`src/hdl/adc_channel_scan_sequencer_defines.svh`:
```
// Assertion macros for the ADC channel scan sequencer.
// No dependencies; included by adc_channel_scan_sequencer.sv, the RTL file that carries assertions.
`ifndef ADC_CHANNEL_SCAN_SEQUENCER_DEFINES_SVH
`define ADC_CHANNEL_SCAN_SEQUENCER_DEFINES_SVH

`ifndef ASSERT_OFF
// checked at every clock edge once reset is released
`define ACSS_ASSERT(lbl, prop, msg) \
    lbl: assert property (@(posedge i_clk) disable iff (!i_rst_n) prop) else $error(msg);
// checked at every clock edge, reset included
`define ACSS_ASSERT_ALWAYS(lbl, prop, msg) \
    lbl: assert property (@(posedge i_clk) prop) else $error(msg);
`else
`define ACSS_ASSERT(lbl, prop, msg)
`define ACSS_ASSERT_ALWAYS(lbl, prop, msg)
`endif

`endif

```
`src/hdl/acss_pkg.sv`:
```
// Shared types and constants of the ADC channel scan sequencer.
// No dependencies; imported by acss_core and adc_channel_scan_sequencer.
package acss_pkg;

    localparam int MAX_CHANNELS = 16;
    localparam int SLOT_W       = $clog2(MAX_CHANNELS);
    localparam int CH_W         = 4;
    localparam int CODE_W       = 32;
    localparam int CFG_IDX_W    = 4;
    localparam int CFG_DATA_W   = 8;

    localparam logic [8:0] WAIT_LIMIT = 9'h0FF;
    localparam logic [8:0] WAIT_MAX   = 9'h1FF;
    localparam logic [7:0] SETTLE_MAX = 8'hFF;

    localparam logic [CFG_IDX_W-1:0] CFG_CHANNEL_COUNT = 4'd0;
    localparam logic [CFG_IDX_W-1:0] CFG_SETTLE_TICKS  = 4'd1;

    localparam logic [4:0] CHANNEL_COUNT_RST = 5'd2;
    localparam logic [7:0] SETTLE_TICKS_RST  = 8'd8;

    typedef enum logic [2:0] {
        PH_IDLE   = 3'd0,
        PH_OPEN   = 3'd1,
        PH_SETTLE = 3'd2,
        PH_TRIG   = 3'd3,
        PH_READI  = 3'd4,
        PH_READV  = 3'd5,
        PH_CLOSE  = 3'd6,
        PH_PARKED = 3'd7
    } t_phase;

    typedef enum logic [2:0] {
        FN_TICK      = 3'd0,
        FN_TEST_REQ  = 3'd1,
        FN_TEST_TRIG = 3'd2,
        FN_RENEW     = 3'd3,
        FN_READ      = 3'd4
    } t_func;

    typedef struct packed {
        logic [4:0] channel_count;
        logic [7:0] settle_ticks;
    } t_cfg;

    typedef struct packed {
        logic [2:0]        func;
        logic              current_ready_n;
        logic              voltage_ready_n;
        logic [CODE_W-1:0] adc_data;
        logic [CH_W-1:0]   test_channel;
    } t_item;

    typedef struct packed {
        logic [2:0]        state_code;
        logic              mux_open;
        logic [CH_W-1:0]   mux_channel;
        logic              trigger_convert;
        logic              store_current;
        logic              store_voltage;
        logic [CODE_W-1:0] sample_code;
        logic              reinit;
        logic              test_parked;
        logic [CODE_W-1:0] read_current;
        logic [CODE_W-1:0] read_voltage;
    } t_result;

endpackage

```
`src/hdl/acss_core.sv`:
```
// Scan state machine and per-channel code store of the scan sequencer.
// Depends on acss_pkg; one transaction is processed per i_step cycle.
module acss_core
    import acss_pkg::*;
(
    input  logic    i_clk,
    input  logic    i_rst_n,
    input  logic    i_step,
    input  t_item   i_item,
    input  t_cfg    i_cfg,
    output t_result o_result
);

    t_phase          r_phase, n_phase;
    logic [7:0]      r_settle_count, n_settle_count;
    logic [8:0]      r_wait_count, n_wait_count;
    logic [CH_W-1:0] r_scan_channel, n_scan_channel;
    logic [CH_W-1:0] r_pinned_channel, n_pinned_channel;
    logic [CH_W-1:0] r_saved_channel, n_saved_channel;
    logic            r_test_mode, n_test_mode;
    logic            r_test_switched, n_test_switched;
    logic            r_parked_flag, n_parked_flag;

    logic [CODE_W-1:0]       r_cur_codes [MAX_CHANNELS];
    logic [CODE_W-1:0]       r_volt_codes [MAX_CHANNELS];
    logic [MAX_CHANNELS-1:0] r_cur_valid;
    logic [MAX_CHANNELS-1:0] r_volt_valid;

    t_func             w_func;
    logic              w_tick;
    logic              w_timeout;
    logic [8:0]        w_wait_inc;
    logic [7:0]        w_settle_inc;
    logic [4:0]        w_next_ch;
    logic [SLOT_W-1:0] w_slot;
    logic              w_st_cur;
    logic              w_st_volt;
    logic              w_data_nz;

    assign w_func       = t_func'(i_item.func);
    assign w_tick       = (w_func == FN_TICK);
    assign w_timeout    = (r_wait_count >= WAIT_LIMIT);
    assign w_wait_inc   = (r_wait_count == WAIT_MAX) ? r_wait_count : r_wait_count + 9'd1;
    assign w_settle_inc = (r_settle_count == SETTLE_MAX) ? r_settle_count
                                                         : r_settle_count + 8'd1;
    assign w_next_ch    = {1'b0, r_scan_channel} + 5'd1;
    assign w_slot       = r_scan_channel[SLOT_W-1:0];
    assign w_data_nz    = (i_item.adc_data != '0);
    assign w_st_cur     = w_tick && (r_phase == PH_READI) && !i_item.current_ready_n
                          && w_data_nz;
    assign w_st_volt    = w_tick && (r_phase == PH_READV) && !i_item.voltage_ready_n
                          && w_data_nz;

    // next state
    always_comb begin
        n_phase          = r_phase;
        n_settle_count   = r_settle_count;
        n_wait_count     = r_wait_count;
        n_scan_channel   = r_scan_channel;
        n_pinned_channel = r_pinned_channel;
        n_saved_channel  = r_saved_channel;
        n_test_mode      = r_test_mode;
        n_test_switched  = r_test_switched;
        n_parked_flag    = r_parked_flag;
        case (w_func)
            FN_TICK: begin
                case (r_phase)
                    PH_IDLE: begin
                        n_phase        = PH_OPEN;
                        n_settle_count = '0;
                        n_scan_channel = '0;
                    end
                    PH_OPEN: begin
                        n_settle_count = '0;
                        n_phase        = PH_SETTLE;
                        if (r_test_mode) begin
                            n_test_switched = 1'b1;
                            n_scan_channel  = r_pinned_channel;
                        end
                    end
                    PH_SETTLE: begin
                        if (w_settle_inc >= i_cfg.settle_ticks) begin
                            n_phase = (r_test_mode && r_test_switched) ? PH_PARKED : PH_TRIG;
                            n_settle_count = '0;
                        end else begin
                            n_settle_count = w_settle_inc;
                        end
                    end
                    PH_TRIG: begin
                        n_phase      = PH_READI;
                        n_wait_count = '0;
                    end
                    PH_READI, PH_READV: begin
                        if ((r_phase == PH_READI) ? !i_item.current_ready_n
                                                  : !i_item.voltage_ready_n) begin
                            n_phase = (r_phase == PH_READI) ? PH_READV : PH_CLOSE;
                        end else begin
                            n_wait_count = w_wait_inc;
                            if (w_timeout) begin
                                n_phase         = PH_IDLE;
                                n_scan_channel  = '0;
                                n_saved_channel = '0;
                                n_test_mode     = 1'b0;
                                n_test_switched = 1'b0;
                            end
                        end
                    end
                    PH_CLOSE: begin
                        if (!r_test_mode) begin
                            n_scan_channel = (w_next_ch >= i_cfg.channel_count) ? '0
                                                                                : w_next_ch[3:0];
                            n_phase = PH_OPEN;
                        end else if (r_parked_flag) begin
                            n_phase = PH_PARKED;
                        end else begin
                            n_scan_channel = r_pinned_channel;
                            n_phase        = PH_OPEN;
                        end
                    end
                    PH_PARKED: n_parked_flag = 1'b1;
                    default: ;
                endcase
            end
            FN_TEST_REQ: begin
                n_saved_channel  = r_scan_channel;
                n_pinned_channel = i_item.test_channel;
                n_test_mode      = 1'b1;
                n_parked_flag    = 1'b0;
            end
            FN_TEST_TRIG: n_phase = PH_TRIG;
            FN_RENEW: begin
                n_scan_channel  = r_saved_channel;
                n_test_mode     = 1'b0;
                n_test_switched = 1'b0;
                n_phase         = PH_IDLE;
            end
            default: ;
        endcase
    end

    // outputs
    always_comb begin
        o_result                 = '0;
        o_result.state_code      = n_phase;
        o_result.mux_channel     = n_scan_channel;
        o_result.test_parked     = n_parked_flag;
        o_result.mux_open        = w_tick && (r_phase == PH_OPEN);
        o_result.trigger_convert = w_tick && (r_phase == PH_TRIG);
        o_result.store_current   = w_st_cur;
        o_result.store_voltage   = w_st_volt;
        o_result.sample_code     = (w_st_cur || w_st_volt) ? i_item.adc_data : '0;
        o_result.reinit          = w_tick && w_timeout
                                   && (((r_phase == PH_READI) && i_item.current_ready_n)
                                    || ((r_phase == PH_READV) && i_item.voltage_ready_n));
        if (w_func == FN_READ) begin
            o_result.read_current = r_cur_valid[w_slot] ? r_cur_codes[w_slot] : '0;
            o_result.read_voltage = r_volt_valid[w_slot] ? r_volt_codes[w_slot] : '0;
        end
    end

    always_ff @(posedge i_clk) begin
        if (!i_rst_n) begin
            r_phase          <= PH_IDLE;
            r_settle_count   <= '0;
            r_wait_count     <= '0;
            r_scan_channel   <= '0;
            r_pinned_channel <= '0;
            r_saved_channel  <= '0;
            r_test_mode      <= 1'b0;
            r_test_switched  <= 1'b0;
            r_parked_flag    <= 1'b0;
            r_cur_valid      <= '0;
            r_volt_valid     <= '0;
        end else if (i_step) begin
            r_phase          <= n_phase;
            r_settle_count   <= n_settle_count;
            r_wait_count     <= n_wait_count;
            r_scan_channel   <= n_scan_channel;
            r_pinned_channel <= n_pinned_channel;
            r_saved_channel  <= n_saved_channel;
            r_test_mode      <= n_test_mode;
            r_test_switched  <= n_test_switched;
            r_parked_flag    <= n_parked_flag;
            if (w_st_cur) begin
                r_cur_valid[w_slot] <= 1'b1;
            end
            if (w_st_volt) begin
                r_volt_valid[w_slot] <= 1'b1;
            end
        end
    end

    // code store payload; an entry reads as zero until its valid bit is set
    always_ff @(posedge i_clk) begin
        if (i_step && w_st_cur) begin
            r_cur_codes[w_slot] <= i_item.adc_data;
        end
        if (i_step && w_st_volt) begin
            r_volt_codes[w_slot] <= i_item.adc_data;
        end
    end

endmodule

```
`src/hdl/adc_channel_scan_sequencer.sv`:
```
// Top level of the ADC channel scan sequencer: handshakes, config registers, output skid.
// Depends on acss_pkg, acss_core and adc_channel_scan_sequencer_defines.svh.
`include "adc_channel_scan_sequencer_defines.svh"

// Takes one command transaction per clock cycle while o_in_stall is low; its result is
// registered into the output register, or into the skid register if the output stalls.
// Each command is a single state machine step with one settle or wait counter compare
// and at most one code store write, all done in the cycle of acceptance. The output
// side holds two results (output register plus skid register), so input is stalled
// only when both are full. Configuration writes are always ready and take effect on
// the next accepted command; the code store reads as zero after reset.
module adc_channel_scan_sequencer
    import acss_pkg::*;
(
    input  logic                  i_clk,
    input  logic                  i_rst_n,

    input  logic                  i_cfg_valid,
    output logic                  o_cfg_ready,
    input  logic [CFG_IDX_W-1:0]  i_cfg_index,
    input  logic [CFG_DATA_W-1:0] i_cfg_data,

    input  logic                  i_in_valid,
    output logic                  o_in_stall,
    input  logic [2:0]            i_func,
    input  logic                  i_current_ready_n,
    input  logic                  i_voltage_ready_n,
    input  logic [CODE_W-1:0]     i_adc_data,
    input  logic [CH_W-1:0]       i_test_channel,

    output logic                  o_out_valid,
    input  logic                  i_out_stall,
    output logic [2:0]            o_state_code,
    output logic                  o_mux_open,
    output logic [CH_W-1:0]       o_mux_channel,
    output logic                  o_trigger_convert,
    output logic                  o_store_current,
    output logic                  o_store_voltage,
    output logic [CODE_W-1:0]     o_sample_code,
    output logic                  o_reinit,
    output logic                  o_test_parked,
    output logic [CODE_W-1:0]     o_read_current,
    output logic [CODE_W-1:0]     o_read_voltage
);

    t_cfg    r_cfg;
    t_item   w_item;
    t_result w_result;
    t_result r_out, r_skid;
    logic    r_out_valid, r_skid_valid;
    logic    w_in_acc;
    logic    w_out_free;

    assign o_cfg_ready = 1'b1;

    always_ff @(posedge i_clk) begin
        if (!i_rst_n) begin
            r_cfg.channel_count <= CHANNEL_COUNT_RST;
            r_cfg.settle_ticks  <= SETTLE_TICKS_RST;
        end else if (i_cfg_valid) begin
            case (i_cfg_index)
                CFG_CHANNEL_COUNT: r_cfg.channel_count <= i_cfg_data[4:0];
                CFG_SETTLE_TICKS:  r_cfg.settle_ticks  <= i_cfg_data;
                default: ;
            endcase
        end
    end

    assign w_item.func            = i_func;
    assign w_item.current_ready_n = i_current_ready_n;
    assign w_item.voltage_ready_n = i_voltage_ready_n;
    assign w_item.adc_data        = i_adc_data;
    assign w_item.test_channel    = i_test_channel;

    assign o_in_stall = r_skid_valid;
    assign w_in_acc   = i_in_valid && !r_skid_valid;
    assign w_out_free = !r_out_valid || !i_out_stall;

    acss_core u_core (
        .i_clk    (i_clk),
        .i_rst_n  (i_rst_n),
        .i_step   (w_in_acc),
        .i_item   (w_item),
        .i_cfg    (r_cfg),
        .o_result (w_result)
    );

    always_ff @(posedge i_clk) begin
        if (!i_rst_n) begin
            r_out_valid  <= 1'b0;
            r_skid_valid <= 1'b0;
        end else if (w_out_free) begin
            r_out_valid  <= r_skid_valid || w_in_acc;
            r_skid_valid <= 1'b0;
        end else if (w_in_acc) begin
            r_skid_valid <= 1'b1;
        end
    end

    always_ff @(posedge i_clk) begin
        if (w_out_free) begin
            r_out <= r_skid_valid ? r_skid : w_result;
        end else if (w_in_acc) begin
            r_skid <= w_result;
        end
    end

    assign o_out_valid       = r_out_valid;
    assign o_state_code      = r_out.state_code;
    assign o_mux_open        = r_out.mux_open;
    assign o_mux_channel     = r_out.mux_channel;
    assign o_trigger_convert = r_out.trigger_convert;
    assign o_store_current   = r_out.store_current;
    assign o_store_voltage   = r_out.store_voltage;
    assign o_sample_code     = r_out.sample_code;
    assign o_reinit          = r_out.reinit;
    assign o_test_parked     = r_out.test_parked;
    assign o_read_current    = r_out.read_current;
    assign o_read_voltage    = r_out.read_voltage;

    `ACSS_ASSERT_ALWAYS(a_skid_behind_out, r_skid_valid |-> r_out_valid, "skid full while output empty")
    `ACSS_ASSERT(a_stalled_accept_to_skid, (r_out_valid && i_out_stall && w_in_acc) |=> r_skid_valid, "stalled result not parked in skid")
    `ACSS_ASSERT(a_one_store, r_out_valid |-> !(r_out.store_current && r_out.store_voltage), "both code stores in one result")
    `ACSS_ASSERT(a_trig_readi, (r_out_valid && r_out.trigger_convert) |-> (r_out.state_code == PH_READI), "trigger without read phase")
    `ACSS_ASSERT(a_reinit_idle, (r_out_valid && r_out.reinit) |-> (r_out.state_code == PH_IDLE && r_out.mux_channel == '0), "timeout did not return to idle")

endmodule
```
`config.mk`:
```
export PLATFORM = sky130hd
export DESIGN_NAME = adc_channel_scan_sequencer
export DESIGN_NICKNAME = d
export VERILOG_FILES = /design/src/hdl/acss_pkg.sv /design/src/hdl/acss_core.sv /design/src/hdl/adc_channel_scan_sequencer.sv
export VERILOG_INCLUDE_DIRS = /design/src /design/src/hdl
export SDC_FILE = /design/constraint.sdc
export NUM_CORES = 1
export LEC_CHECK = 0
export BUFFER_PORTS_ARGS = -buffer_cell sky130_fd_sc_hd__buf_2
export CAP_MARGIN = 40
export CORE_MARGIN = 2
export CORE_UTILIZATION = 40
export DETAILED_ROUTE_END_ITERATION = 8
export HOLD_SLACK_MARGIN = 0.08
export PLACE_DENSITY_LB_ADDON = 0.15
export RECOVER_POWER = 25
export SYNTH_ARGS = -nofsm -noshare
export SYNTH_HDL_FRONTEND = slang
export SYNTH_SLANG_ARGS = --single-unit
```
`constraint.sdc`:
```
create_clock -name i_clk -period 16.7 [get_ports i_clk]
set_input_delay 5.01 -clock i_clk [delete_from_list [all_inputs] [get_ports i_clk]]
set_output_delay 5.01 -clock i_clk [all_outputs]
set_load 0.05 [all_outputs]
```
==> impl_metrics.yaml, run 1 <==
logic_synthesis:
  top_reg_cell_synth: "edfxtp_1"
  area_fraction_in_compound_gates_after_synthesis_pct: 4.47
  post-synth-top-area-cell: "edfxtp_1"
  ys_types: 65
  yosys.area_share.xor_xnor_pct: 0.150
  simple_gate_area_share_of_the_yosys_netlist_pct: 3.36
  list_of_most_frequent_post_synthesis_cells: "edfxtp_1 (1242), mux4_2 (264), mux2_2 (104)"
  post_synth_main_area_contributors: "edfxtp_1 (71%), mux4_2 (11%), dfxtp_1 (3.3%), mux2_2 (2.2%), mux2i_1 (1.7%)"
  syn-instance-count: 2622
  postSynthRegisterBits: 1328
  syn-cell-area_um2: 52400
  synthesized_area_fraction_occupied_by_adder_cells_pct: 0.502
  synth-edff-count: 1242
  post-synth-top-area-fraction_pct: 71.2
  synth.net_count: 2701
  synth-warning-count: 0
  synth.most_common_cell: "edfxtp_1"
  post_synth.cell_area_avg_um2: 20.0
  async_set_or_reset_flop_fraction_in_the_synthesized_netlist_pct: 0
  synth.mux.area_fraction_pct: 15.3
  dominant_combinational_cell_family_by_area_after_synthesis: "multiplexers"
  ys_seq_area_share_pct: 74.5
die:
  core_region_area_um2: 130000
  die_h_um: 366
  ioPinCount: 170
  fp-row-count: 132
  die_width_um: 366
  floorplan_die_area_um2: 134000
  starting_density_of_the_core_pct: 40.4
clocking:
  cts_htree_levels: 4
  cts_tree: "done"
  cells_resized_by_post_cts_repair: 0
  cts-buffers-inserted: 144
  ctsRootBufferMaster: "clkbuf_16"
  clkSinkCount: 1328
  clock_latency_ps: 780
  cts_hold_repair.buffers: 0
  cts-root-to-sink-buffers: 3
  clk_pin_slew_ps: 50
  cts.repair_timing.setup_buffer_count: 0
power:
  total_leakage_power_nw: 19.3
  peak_supply_drop_uv: 116
  report.power.total_mw: 6.87
  power-per-cell-area_nw_per_um2: 114
critical_path:
  reg2regPathDepth: 8
  reg2reg_from: "u_core.r_scan_channel[2]"
  worst-endpoint-arrival_ps: 9020
  setup.worst_path.end_class: "register"
  timing.critical_path.fanout_max: 34
  setup.worst_path.start_class: "input port"
  reg2reg_slack_ps: 12400
  critical_path_required_ps: 17120
  kind_of_critical_path: "input port to register"
cells_and_area:
  post_route_cells_drive_above_1_share_pct: 30.6
  post_layout_inst_area_um2: 60300
  syn_to_final_growth_pct: 15.0
  nFillCells: 10900
  final_net_count: 2960
timing:
  final-hold-violation-count: 0
  post-route-period-util_pct: 51.5
  achievable_frequency_mhz: 116
  timing_worst_slew_pin_value_ps: 1810
  holdWs_ps: 461
  finalSetupViolCount: 0
  setup_total_negative_slack_ps: 0
  fin_worst_skew_ps: 31.5
  finalCriticalPeriod_ps: 8600
  slew-limit-headroom_pct: -20.9
  rsz0062_at_grt: "no"
  finalWorstSetupSlack_ps: 8100
  report.final.slew_viol_count: 385
global_route:
  overflow_after_grt: 0
  grt_max_degree: 132
  grt_usage_pct: 18.9
  first_global_vias: 27200
  wire_length_of_the_first_global_routing_pass_um: 184000
  antenna_found_initial: 3
route:
  final_antenna_violating_net_count: 0
  routedWlPerCell_um: 26.7
  final_routed_wirelength_um: 126000
  remaining_drc_errors: 0
  drt-vias-per-instance: 5.51
  routed-via-count: 26100
  drc_violation_total_after_the_first_tritonroute_iteration: 2381
  drt_first_pass_iters: 6
placed_design:
  dp.final_hpwl_um: 72200
  preCtsSetupSlack_ps: 8080
  placed_area_um2: 55800
  portBuffers: 168
  gp_congestion: 0.790
hold_path:
  holdCritPathClass: "register to register"
  min_path_cells: 1
  worst_hold_startpoint: "u_core.r_volt_valid[14]"
  hold-path-endpoint: "u_core.r_volt_valid[14]"
run_status:
  outcome: "complete, but fails checks"
  violated_checks: "capacitance limit, slew limit"
flow_run:
  maxCapViolations: 12
[worst max-delay path by stage]
stage / endpoint / slack [ps] / depth (start not counted) / start
final: u_core.r_cur_codes[0][26] / 8100 / 8 / i_adc_data[9]
after global routing: u_core.r_cur_codes[0][26] / 7890 / 8 / i_adc_data[11]
after CTS: u_core.r_cur_codes[0][26] / 8910 / 7 / i_in_valid
after detailed placement: u_core.r_cur_codes[0][30] / 8080 / 7 / i_in_valid
after global placement: u_core.r_cur_codes[0][27] / 8250 / 7 / i_in_valid
after floorplan: r_skid[0] / 3790 / 2 / i_out_stall
[through the flow]
step           util, %  cells
3_5_place_dp      43.0   4476
5_1_grt           46.4   4734
6_report          46.4   4735
3_3_place_gp      42.7   4459
4_1_cts           46.5   4732
2_1_floorplan        -   2622
[layout by cell type (no fill, tap or decap), types with 21 or more instances in the layout]
master and n:
nor2_4 24, mux2i_1 89, a211oi_1 68, a211oi_2 64
ha_1 21, mux2_2 104, nor2b_1 72, o21ai_0 24
nand2_1 68, and2_1 39, clkbuf_16 148, buf_2 163
mux4_2 264, dfxtp_1 82, o21a_1 32, nor2_1 66
edfxtp_1 1242, clkbuf_1 50, clkinv_1 34, inv_1 26
buf_4 60, a21oi_1 36
[final cells by class]
| class | instances | area (µm²) | share of cell area (%) |
|---|---|---|---|
| diodes | 2 | 5.00 | 0.00830 |
| clock buffers | 177 | 3830 | 6.36 |
| clock inverters | 79 | 699 | 1.16 |
| inverters | 27 | 104 | 0.172 |
| multi-input cells | 1119 | 12700 | 21.1 |
| flip-flops and latches | 1328 | 39000 | 64.8 |
| well taps | 1742 | 2180 | 3.62 |
| repair buffers | 261 | 1730 | 2.87 |
[flip-flops by register name, summed over array words and instances (netlist names), 3 cells and up, named ones only]
signal                   cells
u_core.r_volt_codes        512
r_skid                     109
u_core.r_volt_valid         16
u_core.r_cur_codes         512
u_core.r_scan_channel        4
u_core.r_saved_channel       4
o_sample_code               32
u_core.r_cur_valid          16
r_cfg                       13
o_read_current              32
u_core.r_pinned_channel      4
u_core.r_wait_count          9
u_core.r_phase               3
u_core.r_settle_count        8
o_state_code                 3
o_mux_channel                4
o_read_voltage              32
[power breakdown]
| group | total [mW] | switching [mW] | internal [mW] |
|---|---|---|---|
| logic | 0.156 | 0.130 | 0.0260 |
| registers | 3.66 | 0.00890 | 3.65 |
| clock network | 3.05 | 1.29 | 1.76 |
| total | 6.87 | 1.43 | 5.44 |
[critical path: stages]
cell	delay, ps
buf_2	80
clkbuf_1	1120
nor4_1	310
nand4_1	380
o211ai_1	350
or3_1	620
nor2_4	690
buf_4	420
[routing by layer]
| metal | part of all wire, % | GRT usage (%) |
|---|---|---|
| met2 | 47 | 29.9 |
| met5 | 0 | 0 |
| met4 | 1.8 | 4.66 |
| met3 | 5.8 | 4.09 |
| met1 | 45 | 26.6 |
[logic make-up after synthesis]
kind of cell / Yosys count
flops: 1328
mux: 457
simple gates: 346
compound gates: 285
buf+inv: 175
fa+ha+maj: 21
xor+xnor: 9
other cells: 1
(Power assumes the default switching activity.)
==> inputs of run 2 (changes only) <==
clock period = 8.45 ns   (was 16.7 ns; I/O delays follow)
==> impl_metrics.yaml, run 2 (same netlist as run 1, synthesis figures left out) <==
critical_path:
  worst-endpoint-arrival_ps: 6410
  setup.worst_path.end_class: "register"
  crit_slowest_cell: "clkbuf_1"
  kind_of_critical_path: "input port to register"
  setup.worst_path.start_class: "input port"
  number_of_buffer_and_inverter_stages_on_the_critical_path: 3
  cpPeakStageDelay_ps: 1260
  timing.critical_path.fanout_max: 34
  timing.critical_path.max_delay_family: "buffers and inverters"
  critical_path.cell_chain: "buf_2 -> clkbuf_1 -> nor4_1 -> nand4_1 -> o211ai_1 -> or3_1 -> nor2_4 -> buf_4"
  critical_path_required_ps: 8870
timing:
  fin_worst_skew_ps: 26.6
  slew-limit-headroom_pct: -18.6
  finalSetupViolCount: 0
  finalCriticalPeriod_ps: 6000
  post-route-period-util_pct: 71.0
  rsz0062_at_grt: "no"
  setup_total_negative_slack_ps: 0
  finalWorstSetupSlack_ps: 2450
  achievable_frequency_mhz: 167
  final-hold-violation-count: 0
  report.final.slew_viol_count: 278
  timing_worst_slew_pin_value_ps: 1780
  holdWs_ps: 462
route:
  final_routed_wirelength_um: 128000
  final_antenna_violating_net_count: 0
  drc_violation_total_after_the_first_tritonroute_iteration: 2503
  drt_first_pass_iters: 6
  remaining_drc_errors: 0
  drt-vias-per-instance: 5.53
  routedWlPerCell_um: 26.9
  routed-via-count: 26200
cells_and_area:
  syn_to_final_growth_pct: 15.1
  antenna_cells: 0
  nFillCells: 11000
  final_cell_mix: "edfxtp_1 (1242), mux4_2 (264), buf_2 (154), clkbuf_16 (150), mux2_2 (104)"
  reg_top3: "u_core.r_cur_codes: 512 flops, u_core.r_volt_codes: 512 flops, r_skid: 109 flops"
  final_net_count: 2956
  fin_util_pct: 46.5
  fin_cells: 4738
  final_common_cell: "edfxtp_1"
  post_layout_inst_area_um2: 60300
  post_route_cells_drive_above_1_share_pct: 30.5
placed_design:
  placed_area_um2: 55700
  dp.final_hpwl_um: 73600
  post-place-cells: 4473
  preCtsSetupSlack_ps: 2320
  gp_congestion: 0.781
  portBuffers: 168
global_route:
  first_global_vias: 27500
  wire_length_of_the_first_global_routing_pass_um: 189000
  grt_max_degree: 116
  antenna_found_initial: 6
  overflow_after_grt: 0
  grt_usage_pct: 19.2
die:
  die_width_um: 366
  core_region_area_um2: 130000
  die_h_um: 366
  ioPinCount: 170
  floorplan_die_area_um2: 134000
  starting_density_of_the_core_pct: 40.4
  fp-row-count: 132
clocking:
  ctsRootBufferMaster: "clkbuf_16"
  cts_hold_repair.buffers: 0
  clkSinkCount: 1328
  clk_pin_slew_ps: 60
  cells_resized_by_post_cts_repair: 0
  cts-buffers-inserted: 144
  clock_latency_ps: 770
  cts_htree_levels: 4
  cts-root-to-sink-buffers: 3
  cts.repair_timing.setup_buffer_count: 0
  cts_tree: "done"
flow_run:
  maxCapViolations: 9
power:
  peak_supply_drop_uv: 200
  report.power.total_mw: 13.7
  total_leakage_power_nw: 19.3
  power-per-cell-area_nw_per_um2: 227
run_status:
  violated_checks: "capacitance limit, slew limit"
  outcome: "complete, but fails checks"
hold_path:
  holdCritPathClass: "register to register"
==> run 2: changes by cell type in the layout (fill, tap and decap cells not counted), moves of 3 or more <==
cell      previous run  this run
buf_16              11         7
buf_2              163       154
clkbuf_8             2         8
clkinv_1            34        31
buf_4               60        63
clkbuf_1            50        60
==> run 2: final cells by class <==
cell class                 count  area [µm²]  share of cell area [%]
multi-input combinational   1119       12700                    21.1
clock inverter                75         683                    1.13
tap                         1742        2180                    3.61
clock buffer                 190        3980                    6.60
sequential                  1328       39000                    64.7
timing repair buffer         257        1640                    2.72
inverter                      27         104                   0.172
==> run 2: final timing paths <==
path / startpoint / end / slack (ps) / depth (start not counted)
worst max-delay path: i_adc_data[20] / u_core.r_cur_codes[3][22] / 2450 / 8
worst min register to register: u_core.r_volt_valid[0] / u_core.r_volt_valid[0] / 460 / 1
worst min-delay path: u_core.r_volt_valid[0] / u_core.r_volt_valid[0] / 460 / 1
worst max register to register: u_core.r_phase[2] / u_core.r_cur_codes[3][22] / 4350 / 5
==> run 2: routing by layer <==
| layer | vias up | track usage, % | wire length, µm |
|---|---|---|---|
| met2 | 773 | 30.5 | 60900 |
| met1 | 14000 | 27.6 | 57800 |
| met3 | 168 | 2.86 | 6340 |
| met4 | 0 | 5.33 | 2570 |
| li1 | 11300 | - | - |
| met5 | - | 0 | 0 |
==> run 2: where the power goes <==
group / internal, mW / switching [mW] / leakage (nW) / total (mW)
registers: 7.22 / 0.0184 / 12.2 / 7.24
logic: 0.0510 / 0.260 / 4.81 / 0.311
clock network: 3.61 / 2.57 / 2.28 / 6.17
total: 10.9 / 2.85 / 19.3 / 13.7
==> run 2: worst register-to-register path: cells and delay by family (launching register included) <==
kind,cells,cell delay [ps]
and+or+nand+nor,3,2020
DFF,1,740
buffers and inverters,1,460
AOI/OAI and AO/OA,1,520
